<file path="src/design/hpp_pkg.sv">
// Package for the haptic pattern priority player.
// Holds command and status codes, queue entry and cell types, and the step table.
// No dependencies.
package hpp_pkg;

    localparam logic [1:0] CMD_TICK    = 2'd0;
    localparam logic [1:0] CMD_REQUEST = 2'd1;
    localparam logic [1:0] CMD_STOP    = 2'd2;

    localparam logic [1:0] STATUS_OK       = 2'd0;
    localparam logic [1:0] STATUS_REJECTED = 2'd1;
    localparam logic [1:0] STATUS_FULL     = 2'd2;

    localparam logic [2:0] PATTERN_FIRST = 3'd1;
    localparam logic [2:0] PATTERN_LAST  = 3'd5;
    localparam logic [2:0] PATTERN_DUAL  = 3'd5;

    typedef struct packed {
        logic [1:0] prio;
        logic [2:0] pattern;
    } entry_t;

    typedef enum logic [1:0] {
        CELL_HOLD   = 2'd0,
        CELL_SHIFT  = 2'd1,
        CELL_INSERT = 2'd2
    } cell_op_t;

    typedef struct packed {
        logic [8:0]  freq;
        logic [15:0] duty;
        logic [6:0]  on_ms;
        logic [6:0]  off_ms;
    } step_t;

    typedef struct packed {
        logic       tick;
        logic       stop;
        logic       req_ok;
        logic [1:0] req_prio;
        logic       head_valid;
        entry_t     head;
    } player_ctl_t;

    typedef struct packed {
        logic        start;
        logic        active;
        logic [1:0]  prio;
        logic        pwm_on;
        logic [8:0]  freq;
        logic [15:0] duty;
    } player_stat_t;

    function automatic logic [2:0] pat_first(input logic [2:0] pat);
        logic [2:0] f;
        case (pat)
            3'd2:    f = 3'd1;
            3'd3:    f = 3'd3;
            3'd4:    f = 3'd6;
            3'd5:    f = 3'd7;
            default: f = 3'd0;
        endcase
        return f;
    endfunction

    function automatic logic [1:0] pat_count(input logic [2:0] pat);
        logic [1:0] c;
        case (pat)
            3'd1:    c = 2'd1;
            3'd2:    c = 2'd2;
            3'd3:    c = 2'd3;
            3'd4:    c = 2'd1;
            3'd5:    c = 2'd2;
            default: c = 2'd0;
        endcase
        return c;
    endfunction

    function automatic step_t step_of(input logic [2:0] pat, input logic [1:0] idx);
        logic [2:0] k;
        step_t      s;
        k = pat_first(pat) + {1'b0, idx};
        case (k)
            3'd0:    s = '{freq: 9'd250, duty: 16'd39321, on_ms: 7'd50,  off_ms: 7'd0};
            3'd1:    s = '{freq: 9'd250, duty: 16'd45874, on_ms: 7'd50,  off_ms: 7'd50};
            3'd2:    s = '{freq: 9'd250, duty: 16'd45874, on_ms: 7'd50,  off_ms: 7'd0};
            3'd3:    s = '{freq: 9'd250, duty: 16'd52428, on_ms: 7'd50,  off_ms: 7'd50};
            3'd4:    s = '{freq: 9'd250, duty: 16'd52428, on_ms: 7'd50,  off_ms: 7'd50};
            3'd5:    s = '{freq: 9'd250, duty: 16'd52428, on_ms: 7'd50,  off_ms: 7'd0};
            3'd6:    s = '{freq: 9'd250, duty: 16'd65535, on_ms: 7'd100, off_ms: 7'd0};
            default: s = '{freq: 9'd320, duty: 16'd65535, on_ms: 7'd50,  off_ms: 7'd50};
        endcase
        if (pat == PATTERN_DUAL && idx == 2'd1)
        begin
            s = '{freq: 9'd170, duty: 16'd26214, on_ms: 7'd50, off_ms: 7'd0};
        end
        return s;
    endfunction

endpackage

</file>
<file path="src/design/hpp_if.sv">
// Channel interfaces for the haptic pattern priority player.
// Depends on nothing; payload widths follow the command and result fields.
interface hpp_in_if;
    logic       valid;
    logic       ready;
    logic [1:0] command;
    logic [2:0] pattern_id;
    logic [1:0] priority_req;

    modport source (output valid, output command, output pattern_id, output priority_req,
                    input ready);
    modport sink (input valid, input command, input pattern_id, input priority_req,
                  output ready);
endinterface

interface hpp_out_if;
    logic        valid;
    logic        ready;
    logic [1:0]  status;
    logic        pwm_on;
    logic [8:0]  pwm_freq_hz;
    logic [15:0] pwm_duty;
    logic [3:0]  queue_count;
    logic        playing;
    logic [1:0]  playing_priority;

    modport source (output valid, output status, output pwm_on, output pwm_freq_hz,
                    output pwm_duty, output queue_count, output playing,
                    output playing_priority, input ready);
    modport sink (input valid, input status, input pwm_on, input pwm_freq_hz,
                  input pwm_duty, input queue_count, input playing,
                  input playing_priority, output ready);
endinterface

</file>
<file path="src/design/hpp_cell.sv">
// One cell of the priority queue chain: holds one entry.
// Depends on hpp_pkg for entry and operation types.
module hpp_cell (
    input  logic              clk,
    input  hpp_pkg::cell_op_t op,
    input  hpp_pkg::entry_t   new_entry,
    input  logic              left_ge,
    input  hpp_pkg::entry_t   left_entry,
    input  hpp_pkg::entry_t   right_entry,
    input  logic              occupied,
    output hpp_pkg::entry_t   entry,
    output logic              ge
);

    hpp_pkg::entry_t entry_reg;
    hpp_pkg::entry_t entry_next;

    assign ge    = occupied && (entry_reg.prio >= new_entry.prio);
    assign entry = entry_reg;

    always_comb
    begin
        entry_next = entry_reg;
        case (op)
            hpp_pkg::CELL_SHIFT:  entry_next = right_entry;
            hpp_pkg::CELL_INSERT:
            begin
                if (!ge)
                begin
                    entry_next = left_ge ? new_entry : left_entry;
                end
            end
            default:              entry_next = entry_reg;
        endcase
    end

    always_ff @(posedge clk)
    begin
        entry_reg <= entry_next;
    end

endmodule

</file>
<file path="src/design/hpp_player.sv">
// Playback sequencer: steps through the on and off phases of the active pattern.
// Depends on hpp_pkg for the step table and the control and status structs.
module hpp_player (
    input  logic                  clk,
    input  logic                  rst_n,
    input  hpp_pkg::player_ctl_t  ctl,
    output hpp_pkg::player_stat_t stat
);

    logic       active_reg,  active_next;
    logic [1:0] prio_reg,    prio_next;
    logic [2:0] pattern_reg, pattern_next;
    logic [1:0] idx_reg,     idx_next;
    logic       off_reg,     off_next;
    logic [6:0] rem_reg,     rem_next;
    logic       abort_reg,   abort_next;
    logic       start;

    hpp_pkg::step_t s_cur;
    hpp_pkg::step_t s_adv;
    hpp_pkg::step_t s_head;
    hpp_pkg::step_t s_out;
    logic [6:0]     rem_dec;
    logic           last_step;

    assign s_cur     = hpp_pkg::step_of(pattern_reg, idx_reg);
    assign s_adv     = hpp_pkg::step_of(pattern_reg, idx_reg + 2'd1);
    assign s_head    = hpp_pkg::step_of(ctl.head.pattern, 2'd0);
    assign rem_dec   = (rem_reg != 7'd0) ? rem_reg - 7'd1 : 7'd0;
    assign last_step = ({1'b0, idx_reg} + 3'd1) >= {1'b0, hpp_pkg::pat_count(pattern_reg)};

    always_comb
    begin
        active_next  = active_reg;
        prio_next    = prio_reg;
        pattern_next = pattern_reg;
        idx_next     = idx_reg;
        off_next     = off_reg;
        rem_next     = rem_reg;
        abort_next   = abort_reg;
        start        = 1'b0;
        if (ctl.tick)
        begin
            if (active_reg)
            begin
                if (abort_reg)
                begin
                    active_next  = 1'b0;
                    prio_next    = 2'd0;
                    pattern_next = 3'd0;
                    idx_next     = 2'd0;
                    off_next     = 1'b0;
                    rem_next     = 7'd0;
                end
                else
                begin
                    rem_next = rem_dec;
                    if (rem_dec == 7'd0)
                    begin
                        if (!off_reg && s_cur.off_ms != 7'd0)
                        begin
                            off_next = 1'b1;
                            rem_next = s_cur.off_ms;
                        end
                        else if (last_step)
                        begin
                            active_next  = 1'b0;
                            prio_next    = 2'd0;
                            pattern_next = 3'd0;
                            idx_next     = 2'd0;
                            off_next     = 1'b0;
                            rem_next     = 7'd0;
                        end
                        else
                        begin
                            idx_next = idx_reg + 2'd1;
                            off_next = 1'b0;
                            rem_next = s_adv.on_ms;
                        end
                    end
                end
            end
            if (!active_next && ctl.head_valid)
            begin
                start        = 1'b1;
                active_next  = 1'b1;
                prio_next    = ctl.head.prio;
                pattern_next = ctl.head.pattern;
                idx_next     = 2'd0;
                off_next     = 1'b0;
                abort_next   = 1'b0;
                rem_next     = s_head.on_ms;
            end
        end
        else if (ctl.stop)
        begin
            abort_next = 1'b1;
        end
        else if (ctl.req_ok && active_reg && ctl.req_prio > prio_reg)
        begin
            abort_next = 1'b1;
        end
    end

    assign s_out = hpp_pkg::step_of(pattern_next, idx_next);

    always_comb
    begin
        stat.start  = start;
        stat.active = active_next;
        stat.prio   = prio_next;
        stat.pwm_on = active_next && !off_next;
        stat.freq   = stat.pwm_on ? s_out.freq : 9'd0;
        stat.duty   = stat.pwm_on ? s_out.duty : 16'd0;
    end

    always_ff @(posedge clk or negedge rst_n)
    begin
        if (!rst_n)
        begin
            active_reg  <= 1'b0;
            prio_reg    <= 2'd0;
            pattern_reg <= 3'd0;
            idx_reg     <= 2'd0;
            off_reg     <= 1'b0;
            rem_reg     <= 7'd0;
            abort_reg   <= 1'b0;
        end
        else
        begin
            active_reg  <= active_next;
            prio_reg    <= prio_next;
            pattern_reg <= pattern_next;
            idx_reg     <= idx_next;
            off_reg     <= off_next;
            rem_reg     <= rem_next;
            abort_reg   <= abort_next;
        end
    end

endmodule

</file>
<file path="src/design/haptic_pattern_priority_player.sv">
// Top level of the haptic pattern priority player: queue cell chain, player, result register.
// Depends on hpp_pkg, hpp_if, hpp_cell and hpp_player.
//
//   channel  | dir | handshake     | payload
//   ---------+-----+---------------+-------------------------------------------------
//   in_ch    | in  | valid/ready   | command, pattern_id, priority_req
//   out_ch   | out | valid/ready   | status, pwm_on, pwm_freq_hz, pwm_duty,
//            |     |               | queue_count, playing, playing_priority
//   cfg      | in  | cfg_we        | cfg_wdata (motor_enabled)
//
// One command per cycle while out_ch is not stalled: each transfer on in_ch updates
// the queue cells and the player and loads the result register at the same edge.
// in_ch is ready whenever the result register is empty or is being taken.
// Reset clears the queue length, the player state and the result valid flag;
// queue cells hold their contents and are read only below the queue length.
module haptic_pattern_priority_player #(
    parameter int QUEUE_DEPTH = 8
) (
    input  logic             clk,
    input  logic             rst_n,
    input  logic             cfg_we,
    input  logic             cfg_wdata,
    hpp_in_if.sink           in_ch,
    hpp_out_if.source        out_ch
);

    localparam int LEN_W = $clog2(QUEUE_DEPTH + 1);

    logic             enabled_reg;
    logic [LEN_W-1:0] len_reg, len_next;
    logic             xfer;
    logic             out_valid_reg;
    logic             req;
    logic             full;
    logic [1:0]       status;

    hpp_pkg::entry_t       new_entry;
    hpp_pkg::entry_t       cell_q [QUEUE_DEPTH];
    logic                  cell_ge [QUEUE_DEPTH];
    hpp_pkg::cell_op_t     op;
    hpp_pkg::player_ctl_t  ctl;
    hpp_pkg::player_stat_t stat;
    logic [LEN_W+3:0]      len_ext;

    logic [1:0]  status_reg;
    logic        pwm_on_reg;
    logic [8:0]  freq_reg;
    logic [15:0] duty_reg;
    logic [3:0]  count_reg;
    logic        playing_reg;
    logic [1:0]  pprio_reg;

    assign in_ch.ready = !out_valid_reg || out_ch.ready;
    assign xfer        = in_ch.valid && in_ch.ready;
    assign req         = in_ch.command == hpp_pkg::CMD_REQUEST;
    assign full        = len_reg >= LEN_W'(QUEUE_DEPTH);

    always_comb
    begin
        status = hpp_pkg::STATUS_OK;
        if (req)
        begin
            if (!enabled_reg
                || !(in_ch.pattern_id inside {[hpp_pkg::PATTERN_FIRST:hpp_pkg::PATTERN_LAST]}))
            begin
                status = hpp_pkg::STATUS_REJECTED;
            end
            else if (full)
            begin
                status = hpp_pkg::STATUS_FULL;
            end
        end
    end

    assign new_entry.prio    = in_ch.priority_req;
    assign new_entry.pattern = in_ch.pattern_id;

    always_comb
    begin
        ctl.tick       = xfer && in_ch.command == hpp_pkg::CMD_TICK;
        ctl.stop       = xfer && in_ch.command == hpp_pkg::CMD_STOP;
        ctl.req_ok     = xfer && req && status == hpp_pkg::STATUS_OK;
        ctl.req_prio   = in_ch.priority_req;
        ctl.head_valid = len_reg != '0;
        ctl.head       = cell_q[0];
    end

    hpp_player u_player (
        .clk   (clk),
        .rst_n (rst_n),
        .ctl   (ctl),
        .stat  (stat)
    );

    always_comb
    begin
        op       = hpp_pkg::CELL_HOLD;
        len_next = len_reg;
        if (stat.start)
        begin
            op       = hpp_pkg::CELL_SHIFT;
            len_next = len_reg - LEN_W'(1);
        end
        else if (ctl.req_ok)
        begin
            op       = hpp_pkg::CELL_INSERT;
            len_next = len_reg + LEN_W'(1);
        end
        else if (ctl.stop)
        begin
            len_next = '0;
        end
    end

    for (genvar i = 0; i < QUEUE_DEPTH; i++)
    begin : g_cell
        logic            left_ge;
        hpp_pkg::entry_t left_entry;
        hpp_pkg::entry_t right_entry;

        if (i == 0)
        begin : g_first
            assign left_ge    = 1'b1;
            assign left_entry = new_entry;
        end
        else
        begin : g_mid
            assign left_ge    = cell_ge[i-1];
            assign left_entry = cell_q[i-1];
        end

        if (i == QUEUE_DEPTH - 1)
        begin : g_last
            assign right_entry = '0;
        end
        else
        begin : g_inner
            assign right_entry = cell_q[i+1];
        end

        hpp_cell u_cell (
            .clk         (clk),
            .op          (op),
            .new_entry   (new_entry),
            .left_ge     (left_ge),
            .left_entry  (left_entry),
            .right_entry (right_entry),
            .occupied    (len_reg > LEN_W'(i)),
            .entry       (cell_q[i]),
            .ge          (cell_ge[i])
        );
    end

    assign len_ext = {4'b0000, len_next};

    always_ff @(posedge clk or negedge rst_n)
    begin
        if (!rst_n)
        begin
            enabled_reg   <= 1'b0;
            len_reg       <= '0;
            out_valid_reg <= 1'b0;
        end
        else
        begin
            if (cfg_we)
            begin
                enabled_reg <= cfg_wdata;
            end
            if (xfer)
            begin
                len_reg <= len_next;
            end
            if (xfer)
            begin
                out_valid_reg <= 1'b1;
            end
            else if (out_ch.ready)
            begin
                out_valid_reg <= 1'b0;
            end
        end
    end

    // hold the result until the sink takes it
    always_ff @(posedge clk)
    begin
        if (xfer)
        begin
            status_reg  <= status;
            pwm_on_reg  <= stat.pwm_on;
            freq_reg    <= stat.freq;
            duty_reg    <= stat.duty;
            count_reg   <= len_ext[3:0];
            playing_reg <= stat.active;
            pprio_reg   <= stat.prio;
        end
    end

    assign out_ch.valid            = out_valid_reg;
    assign out_ch.status           = status_reg;
    assign out_ch.pwm_on           = pwm_on_reg;
    assign out_ch.pwm_freq_hz      = freq_reg;
    assign out_ch.pwm_duty         = duty_reg;
    assign out_ch.queue_count      = count_reg;
    assign out_ch.playing          = playing_reg;
    assign out_ch.playing_priority = pprio_reg;

endmodule
</file>
<file path="src/flat_wrapper.sv">
// flat-port wrapper written by rule: the top's interface ports become plain ports
module haptic_pattern_priority_player_flat 
#(
    parameter int QUEUE_DEPTH = 8
)
  (clk, rst_n, cfg_we, cfg_wdata, in_ch_valid, in_ch_command, in_ch_pattern_id, in_ch_priority_req, in_ch_ready, out_ch_valid, out_ch_status, out_ch_pwm_on, out_ch_pwm_freq_hz, out_ch_pwm_duty, out_ch_queue_count, out_ch_playing, out_ch_playing_priority, out_ch_ready);
  hpp_in_if in_ch_i ();
  hpp_out_if out_ch_i ();
  input  logic clk;
  input  logic rst_n;
  input  logic cfg_we;
  input  logic cfg_wdata;
  input wire logic [$bits(in_ch_i.valid)-1:0] in_ch_valid;
  input wire logic [$bits(in_ch_i.command)-1:0] in_ch_command;
  input wire logic [$bits(in_ch_i.pattern_id)-1:0] in_ch_pattern_id;
  input wire logic [$bits(in_ch_i.priority_req)-1:0] in_ch_priority_req;
  output wire logic [$bits(in_ch_i.ready)-1:0] in_ch_ready;
  output wire logic [$bits(out_ch_i.valid)-1:0] out_ch_valid;
  output wire logic [$bits(out_ch_i.status)-1:0] out_ch_status;
  output wire logic [$bits(out_ch_i.pwm_on)-1:0] out_ch_pwm_on;
  output wire logic [$bits(out_ch_i.pwm_freq_hz)-1:0] out_ch_pwm_freq_hz;
  output wire logic [$bits(out_ch_i.pwm_duty)-1:0] out_ch_pwm_duty;
  output wire logic [$bits(out_ch_i.queue_count)-1:0] out_ch_queue_count;
  output wire logic [$bits(out_ch_i.playing)-1:0] out_ch_playing;
  output wire logic [$bits(out_ch_i.playing_priority)-1:0] out_ch_playing_priority;
  input wire logic [$bits(out_ch_i.ready)-1:0] out_ch_ready;
  assign in_ch_i.valid = in_ch_valid;
  assign in_ch_i.command = in_ch_command;
  assign in_ch_i.pattern_id = in_ch_pattern_id;
  assign in_ch_i.priority_req = in_ch_priority_req;
  assign in_ch_ready = in_ch_i.ready;
  assign out_ch_valid = out_ch_i.valid;
  assign out_ch_status = out_ch_i.status;
  assign out_ch_pwm_on = out_ch_i.pwm_on;
  assign out_ch_pwm_freq_hz = out_ch_i.pwm_freq_hz;
  assign out_ch_pwm_duty = out_ch_i.pwm_duty;
  assign out_ch_queue_count = out_ch_i.queue_count;
  assign out_ch_playing = out_ch_i.playing;
  assign out_ch_playing_priority = out_ch_i.playing_priority;
  assign out_ch_i.ready = out_ch_ready;
  haptic_pattern_priority_player #(.QUEUE_DEPTH(QUEUE_DEPTH)) u_core (.clk(clk), .rst_n(rst_n), .cfg_we(cfg_we), .cfg_wdata(cfg_wdata), .in_ch(in_ch_i), .out_ch(out_ch_i));
endmodule
</file>
<file path="config.mk">
export PLATFORM = sky130hd
export DESIGN_NAME = haptic_pattern_priority_player_flat
export DESIGN_NICKNAME = d
export VERILOG_FILES = /design/src/design/hpp_pkg.sv /design/src/design/hpp_if.sv /design/src/design/hpp_cell.sv /design/src/design/hpp_player.sv /design/src/design/haptic_pattern_priority_player.sv /design/src/flat_wrapper.sv
export SDC_FILE = /design/constraint.sdc
export NUM_CORES = 1
export LEC_CHECK = 0
export BUFFER_PORTS_ARGS = -buffer_cell sky130_fd_sc_hd__buf_2
export CORE_MARGIN = 3
export CORE_UTILIZATION = 45
export CTS_CLUSTER_DIAMETER = 50
export DETAILED_ROUTE_END_ITERATION = 10
export PLACE_DENSITY_LB_ADDON = 0.12
export RECOVER_POWER = 50
export SYNTH_ARGS = -nofsm -noshare
export SYNTH_HDL_FRONTEND = slang
export SYNTH_HIERARCHICAL = 1
export SYNTH_SLANG_ARGS = --single-unit
</file>
<file path="constraint.sdc">
create_clock -name clk -period 10.4 [get_ports clk]
set_input_delay 0.52 -clock clk [delete_from_list [all_inputs] [get_ports clk]]
set_output_delay 0.52 -clock clk [all_outputs]
set_load 0.02 [all_outputs]
</file>
* Yosys cells after proc, flatten, opt, wreduce, memory -nomap -nowiden
Cells that the tools add are included.
** Word-level totals
- Register bits :: 98
- Bits of input ports :: 13
- Output and inout bits :: 37
- Word-level logic and storage cells :: 271
** Operators by class
- $add $sub $neg :: 8
- Magnitude comparators :: 21
- Equality and inequality tests :: 53
- Muxes and demuxes :: 92
- Bitwise logic cells :: 1
- Reduce and logical (&&, ||, !) cells :: 61
** Operators by type and width (number)
- one-hot mux 39 bit (6 select lines) :: 1
- one-hot mux 14 bit (6 select lines) :: 2
- one-hot mux 5 bit (2 select lines) :: 8
- 2-to-1 mux 5 bit :: 15
- 2-to-1 mux 7 bit :: 8
- == test 3 bit, second input constant :: 18
- == test 3 x 2 -> 1 bit, second input constant :: 14
- 2-to-1 mux 2 bit :: 19
- 2-to-1 mux 38 bit :: 1
- one-hot mux 3 bit (4 select lines) :: 3
- one-hot mux 6 bit (6 select lines) :: 1
- logical AND 1 bit :: 22
- 2-to-1 mux 1 bit :: 22
- 2-to-1 mux 3 bit :: 7
- AND reduction 2 bit :: 10
- != test 2 bit, second input constant :: 9
- >= comparator 2 bit :: 8
- > comparator 4 x 3 -> 1 bit, second input constant :: 4
- == test 3 x 1 -> 1 bit, second input constant :: 5
- 2-to-1 mux 14 bit :: 1
- nonzero test 7 bit :: 2
- OR reduction 2 bit :: 7
- logical NOT 3 bit :: 4
- 2-to-1 mux 4 bit :: 3
- other kinds (24) :: 42

* Longest topological paths before layout
Gate-level depths: netlist of run 1.
- Depth in word-level cells :: 25
- Mapped depth :: 22

* Hierarchy
The synthesis of run 1 kept the hierarchy.
** Modules (own cells, without submodules)
- hpp_cell :: times used 8, cells an instance 34, area an instance 350.3 µm², seq. area each 150.1 µm²
- hpp_player :: times used 1, cells an instance 248, area an instance 2065.7 µm², seq. area each 425.4 µm²
- haptic_pattern_priority_player :: times used 1, cells an instance 116, area an instance 1654.1 µm², seq. area each 1201.2 µm²

* Worst setup path before layout of run 1
OpenSTA, ideal clock, no wires.
- Path kind :: flip-flop to flip-flop
- Start point :: register u_core.u_player.pattern_reg[1]
- End point :: register u_core.duty_reg[13], in the netlist u_core/out_ch.pwm_duty[13], data pin
- Setup time :: 0.251 ns
- Arrival :: 4.672 ns
- Data required time :: 10.149 ns
- Setup slack :: 5.477 ns
- Stages on the path, launching flop included :: 23
- Path buffers :: 2
- Clock period less this slack :: 4.923 ns
- Cells stage by stage :: dfrtp_1 > buf_4 > inv_1 > ha_1 > inv_1 > a21oi_1 > xnor2_1 > ha_1 > nor2_1 > o2bb2ai_1 > a2111oi_2 > o31ai_2 > nand3_1 > and2_2 > nand2_1 > o21ai_0 > ha_1 > fa_1 > and4_2 > a311o_1 > o31ai_2 > a31oi_1 > buf_4
** On the way
- Cells in the longest elaborated chain, start to end :: 25
- Elaborated cells between the ends (all ways) :: 74
- Those cells by class :: add/sub: 2; order compare: 1; eq/ne: 22; mux: 35; reduce/logical: 14
** RTL lines
- start, declared :: line hpp_player.sv:12 : logic [2:0] pattern_reg, pattern_next;
- start signal, assigned :: line hpp_player.sv:133 : pattern_reg <= pattern_next;
- == test 3 bit (tied with other cells) :: line hpp_pkg.sv:56, hpp_pkg.sv:68, hpp_pkg.sv:93
- one-hot mux 3 bit (4 select lines) :: line hpp_pkg.sv:56 : case (pat)
- adder 3 x 2 -> 3 bit :: line hpp_pkg.sv:82 : k = pat_first(pat) + {1'b0, idx};
- == test 3 bit or == test 3 x 2 -> 1 bit (tied branches) :: line hpp_pkg.sv:83 : case (k)
- OR reduction 2 bit (no line)
- one-hot mux 6 bit (6 select lines) :: line hpp_pkg.sv:83
- 2-to-1 mux 7 bit :: line hpp_pkg.sv:93 : if (pat == PATTERN_DUAL && idx == 2'd1)
- nonzero test 7 bit :: line hpp_player.sv:60 : if (!off_reg && s_cur.off_ms != 7'd0)
- [9 not listed]
- 2-to-1 mux 3 bit :: line hpp_player.sv:42 : if (ctl.tick)
- == test 3 bit (tied with other cells) :: line hpp_pkg.sv:56, hpp_pkg.sv:93
- one-hot mux 3 bit (4 select lines) :: line hpp_pkg.sv:56
- adder 3 x 2 -> 3 bit :: line hpp_pkg.sv:82
- == test 3 bit or == test 3 x 2 -> 1 bit (tied branches) :: line hpp_pkg.sv:83
- OR reduction 2 bit (no line)
- one-hot mux 39 bit (6 select lines) :: line hpp_pkg.sv:83
- 2-to-1 mux 38 bit :: line hpp_pkg.sv:93
- end signal, assigned :: line haptic_pattern_priority_player.sv:193 : duty_reg <= stat.duty;
- end, declared :: line haptic_pattern_priority_player.sv:48 : logic [15:0] duty_reg;
Parallel ways exist; a longest one is shown, timed or not. The select of a mux whose other input is x is not followed.
A chain may end at the register's enable or synchronous reset.

* Final worst setup path of run 1
- Start point :: register u_core.u_player.pattern_reg[1]
- End point :: register u_core.duty_reg[9], in the netlist u_core/out_ch.pwm_duty[9], data pin
Same word-level chain as after synthesis.

==> results_dict.tcl, run 1 <==
set metrics [dict create \
    placed_area_mm2 0.00673 \
    yosys_warnings 6 \
    die_y_um 126 \
    portBuffers 49 \
    layout_commonest_cell "edfxtp_1" \
    io_pins 50 \
    grt_max_degree 48 \
    hold_buffers 0 \
    grt_pass1_wl_um 23500 \
    end_kind "flop" \
    syn_avg_cell_area_um2 10.3 \
    grt_pass1_vias 4676 \
    drt-vias-per-instance 5.70 \
    crit_arrival_ps 6310 \
    vias 4802 \
    tritoncts "yes" \
    pre_cts_ws_ps 4900 \
    maxCapViolCount 0 \
    setup_slack_ps 4220 \
    slew_headroom_pct 2.31 \
    netlist_instances 634 \
    clockBufferDepth 2 \
    first_iter_violations 336 \
    postCtsSetupBuffers 0 \
    setup_violations 0 \
    cts-htree-levels 3 \
    power.density_mw_per_mm2 216 \
    grt_use_total_pct 18.2 \
    period_needed_ps 6180 \
    finClkSkew_ps 10.8 \
    startpoint_type "flop" \
    worst-path-buf-inv 1 \
    row_count 43 \
    fin_setup_tns_ps 0 \
    die_width_um 126 \
    worst_skew_pair.late_latency_ps 350 \
    path_delay_family "compound AO/OA/AOI/OAI gates" \
    hold_class "in -> reg" \
    p_leak_nw 2.85 \
    die_area_mm2 0.0159 \
    cp_cell_sequence "inv_1 -> ha_1 -> a21oi_1 -> xnor2_1 -> ha_1 -> nor2_1 -> o2bb2ai_1 -> a2111oi_0 -> o31ai_1 -> nand3_1 -> and2_0 -> o21ai_0 -> ha_1 -> fa_1 -> and4_2 -> a311oi_2 -> nand4_1 -> a31oi_1" \
    fmax_ghz 0.162 \
    drc 0 \
    final_core_util_pct 49.7 \
    clk_pin_slew_worst_paths_ps 80 \
    drt-pass1-iter-count 5 \
    routed_wl_um 14500 \
    ctsResizeCount 0 \
    crit_type "reg -> reg" \
    place_hpwl_um 10700 \
    final_nets 706 \
    cp.required_ps 10530 \
    layout_common_cells "edfxtp_1 (75), nand2_1 (62), inv_1 (46)" \
    syn_to_final_growth_pct 7.21 \
    worst_pin_slew_ps 1470 \
    cpMaxStageDelayCell "a2111oi_0" \
    overflow 0 \
    cts_root_buf "clkbuf_16" \
    n_antenna_cell 0 \
    core-area_mm2 0.0140 \
    antenna_found_initial 0 \
    finalMaxSlewViolations 0 \
    post-route-period-util_pct 59.4 \
    rsz0062_at_grt "no" \
    drive_above_1_share_pct 11.6 \
    wire_per_inst_um 17.3 \
    fillers 1311 \
    ant_nets 0 \
    critPathMaxFanout 10 \
    clkSinkCount 98 \
    start_util_pct 46.4 \
    ir_worst_vdd_mv 0.180 \
    crit_path_max_incr_delay_ps 1010 \
    cts-buffers-inserted 9 \
    largest_reg_flops 40 \
    status "completed" \
    crit_path_frequent_cell "ha_1" \
    hold_viol_final 0 \
    syn_area_mm2 0.00651 \
    place_congestion 0.852 \
    postLayoutCellArea_mm2 0.00698 \
]
-- report_power, final --
part,internal [W],switching (W),leakage (nW)
sequential,0.000519,0.0000596,0.965
clock,0.000194,0.000163,0.157
combinational,0.000211,0.000360,1.73
-- worst paths after layout --
path | startpoint | to | slack (ps) | cells after the start
max in group asynchronous | rst_n | u_core/u_player/rem_reg[3]$_DFFE_PN0P_ | 9040 | 1
hold / removal | cfg_wdata | u_core/enabled_reg$_DFFE_PN0P_ | 400 | 2
min in group asynchronous | rst_n | u_core/u_player/idx_reg[0]$_DFF_PN0_ | 500 | 1
hold reg to reg | u_core/u_player/prio_reg[0]$_DFF_PN0_ | u_core/u_player/prio_reg[0]$_DFF_PN0_ | 570 | 1
setup / recovery | u_core/u_player/pattern_reg[1]$_DFF_PN0_ | u_core/out_ch.pwm_duty[9]$_DFFE_PP_ | 4220 | 18
setup reg to reg | u_core/u_player/pattern_reg[1]$_DFF_PN0_ | u_core/out_ch.pwm_duty[9]$_DFFE_PP_ | 4220 | 18
-- worst register-to-register path: stages, from the launching register on --
cell and delay (ps):
dfrtp_1 550, inv_1 130, ha_1 340, a21oi_1 290
xnor2_1 130, ha_1 310, nor2_1 50, o2bb2ai_1 150
a2111oi_0 1010, o31ai_1 480, nand3_1 280, and2_0 310
o21ai_0 150, ha_1 210, fa_1 470, and4_2 270
a311oi_2 310, nand4_1 150, a31oi_1 350
-- metal layers --
metal / routed length (um) / track usage [%] / part of all wire [%] / up-vias
li1: - / - / - / 2357
met1: 6940 / 24.8 / 48 / 2331
met2: 6810 / 29.7 / 47 / 105
met3: 617 / 3.71 / 4.2 / 9
met4: 179 / 4.92 / 1.2 / 0
met5: 0 / 0 / 0 / -
-- per-stage QoR --
stage | instances | total power, W | hold WS (ps)
floorplan | 639 | 0.00109 | 224
global placement | 826 | 0.00115 | 520
detailed placement | 826 | 0.00117 | 539
CTS | 842 | 0.00153 | 180
global route | 842 | 0.00160 | 394
finish | 842 | 0.00151 | 396
-- area by class of cell --
type                       count  area [um2]  area share (%)
multi-input combinational    442        3190            45.7
sequential                    98        2830            40.5
timing repair buffer          52         215            3.08
inverter                      54         203            2.90
clock buffer                   9         225            3.23
tap                          180         225            3.23
clock inverter                 7        95.1            1.36
Note: power is estimated with default switching activity, not from simulation.
==> inputs of run 2 (changes only) <==
- clock period: 10.4 -> 5.9 ns (I/O delays scaled with it)
==> results_dict.tcl, run 2 (synthesized netlist as in run 1, its figures left out) <==
set metrics [dict create \
    clk_pin_slew_worst_paths_ps 70 \
    io_pins 50 \
    tritoncts "yes" \
    ff2ff_setup_slack_ps 490 \
    setup_slack_ps 492 \
    die_y_um 126 \
    vias 4865 \
    drive_above_1_share_pct 11.9 \
    ir_worst_vdd_mv 0.160 \
    startpoint_type "flop" \
    setup_violations 0 \
    slew_headroom_pct -10.5 \
    finalMaxSlewViolations 34 \
    wire_per_inst_um 17.1 \
    place_hpwl_um 10700 \
    start_util_pct 46.4 \
    cts-buffers-inserted 9 \
    cp.required_ps 6000 \
    antenna_found_initial 0 \
    p_leak_nw 2.86 \
    portBuffers 49 \
    place_congestion 0.892 \
    drc 0 \
    grt_pass1_vias 4851 \
    drt-pass1-iter-count 4 \
    period_needed_ps 5410 \
    worst_pin_slew_ps 1660 \
    postLayoutCellArea_mm2 0.00702 \
    first_iter_violations 313 \
    fmax_ghz 0.185 \
    cts-htree-levels 3 \
    placed_area_mm2 0.00675 \
    reg2reg_to "u_core/out_ch.pwm_duty[1]$_DFFE_PP_" \
    pre_cts_ws_ps 427 \
    die_width_um 126 \
    crit_arrival_ps 5510 \
    cts_root_buf "clkbuf_16" \
    syn_to_final_growth_pct 7.80 \
    status "complete, but fails checks" \
    core-area_mm2 0.0140 \
    clkSinkCount 98 \
    post-route-period-util_pct 91.7 \
    n_antenna_cell 0 \
    postCtsSetupBuffers 0 \
    clockBufferDepth 2 \
    hold_viol_final 0 \
    finClkSkew_ps 5.46 \
    grt_max_degree 33 \
    layout_commonest_cell "edfxtp_1" \
    largest_reg_flops 40 \
    fin_setup_tns_ps 0 \
    rsz0062_at_grt "no" \
    row_count 43 \
    r2r-start "u_core/u_player/pattern_reg[1]$_DFF_PN0_" \
    violations "max-capacitance violations, max-slew violations" \
    overflow 0 \
    drt-vias-per-instance 5.76 \
    worst_skew_pair.late_latency_ps 340 \
    critPathMaxFanout 10 \
    hold_class "in -> reg" \
    r2r.worst_path.cells 19 \
    routed_wl_um 14500 \
    end_kind "flop" \
    maxCapViolCount 2 \
    grt_pass1_wl_um 24100 \
    grt_use_total_pct 18.5 \
    hold_start "cfg_wdata" \
    layout_common_cells "edfxtp_1 (75), nand2_1 (62), inv_1 (46)" \
    hold_slack_ps 186 \
    power.density_mw_per_mm2 379 \
    holdPathEnd "u_core/enabled_reg$_DFFE_PN0P_" \
    ant_nets 0 \
    die_area_mm2 0.0159 \
    worst_hold_path.num_cells 2 \
    final_nets 709 \
    crit_type "reg -> reg" \
]
## run 2: changes by cell type in the layout (fill, tap and decap cells not counted), sizes merged
cell	delta
clkinvlp	+1
inv	-1
dlygate4sd3	+1
buf	+2
## run 2: layout make-up
cell class                 instances  area [um2]
sequential                        98        2830
fill                            1302        7020
timing repair buffer              55         240
clock inverter                     7        83.8
multi-input combinational        442        3210
inverter                          54         203
tap                              180         225
clock buffer                       9         225
## run 2: critical path: stages, from the launching register on
cell and delay [ps]:
dfrtp_1 550, inv_1 130, ha_1 350, a21oi_1 280, xnor2_1 110, ha_1 220
nor2_1 70, o21ai_0 210, and4_1 360, o31ai_4 430, nand3_1 200, and2_2 280
nand2_1 60, o21ai_0 80, ha_1 200, fa_1 480, and4_2 280, a311oi_2 300
nand4_1 160, a31oi_1 400
## run 2: repair_timing
item / in CTS / in global routing
gates resized for setup: 0 / 2
setup endpoints to repair: 0 / 13
hold endpoints to repair: 23 / 0
hold buffers: 1 / 0
## run 2: power breakdown
group	leakage [nW]	internal (W)	total (W)	switching [W]
combinational	1.75	0.000384	0.00103	0.000648
sequential	0.965	0.000916	0.00102	0.000104
clock	0.147	0.000336	0.000612	0.000276
total	2.86	0.00164	0.00266	0.00103
## run 2: per-layer routing
metal	GRT usage, %	wire (um)	up-vias
met4	4.04	109	0
met1	25.6	6940	2410
li1	-	-	2358
met3	3.58	555	9
met2	30.5	6870	88
met5	0	0	-
## run 2: stage by stage
step | utilization (%) | power, W | instances
floorplan | - | 0.00192 | 639
global route | 50.0 | 0.00284 | 845
detailed placement | 48.0 | 0.00205 | 828
global placement | 48.0 | 0.00203 | 828
finish | 50.0 | 0.00266 | 845
CTS | 50.3 | 0.00267 | 845
## run 2: worst max path at each step
stage / from / to
2_1_floorplan: u_core/u_player/pattern_reg[1]$_DFF_PN0_ / u_core/out_ch.pwm_duty[13]$_DFFE_PP_
3_3_place_gp: u_core/u_player/pattern_reg[1]$_DFF_PN0_ / u_core/out_ch.pwm_duty[13]$_DFFE_PP_
3_5_place_dp: u_core/u_player/pattern_reg[1]$_DFF_PN0_ / u_core/out_ch.pwm_duty[5]$_DFFE_PP_
4_1_cts: u_core/u_player/pattern_reg[1]$_DFF_PN0_ / u_core/out_ch.pwm_duty[1]$_DFFE_PP_
5_1_grt: u_core/u_player/pattern_reg[1]$_DFF_PN0_ / u_core/out_ch.pwm_duty[1]$_DFFE_PP_
6_report: u_core/u_player/pattern_reg[1]$_DFF_PN0_ / u_core/out_ch.pwm_duty[1]$_DFFE_PP_
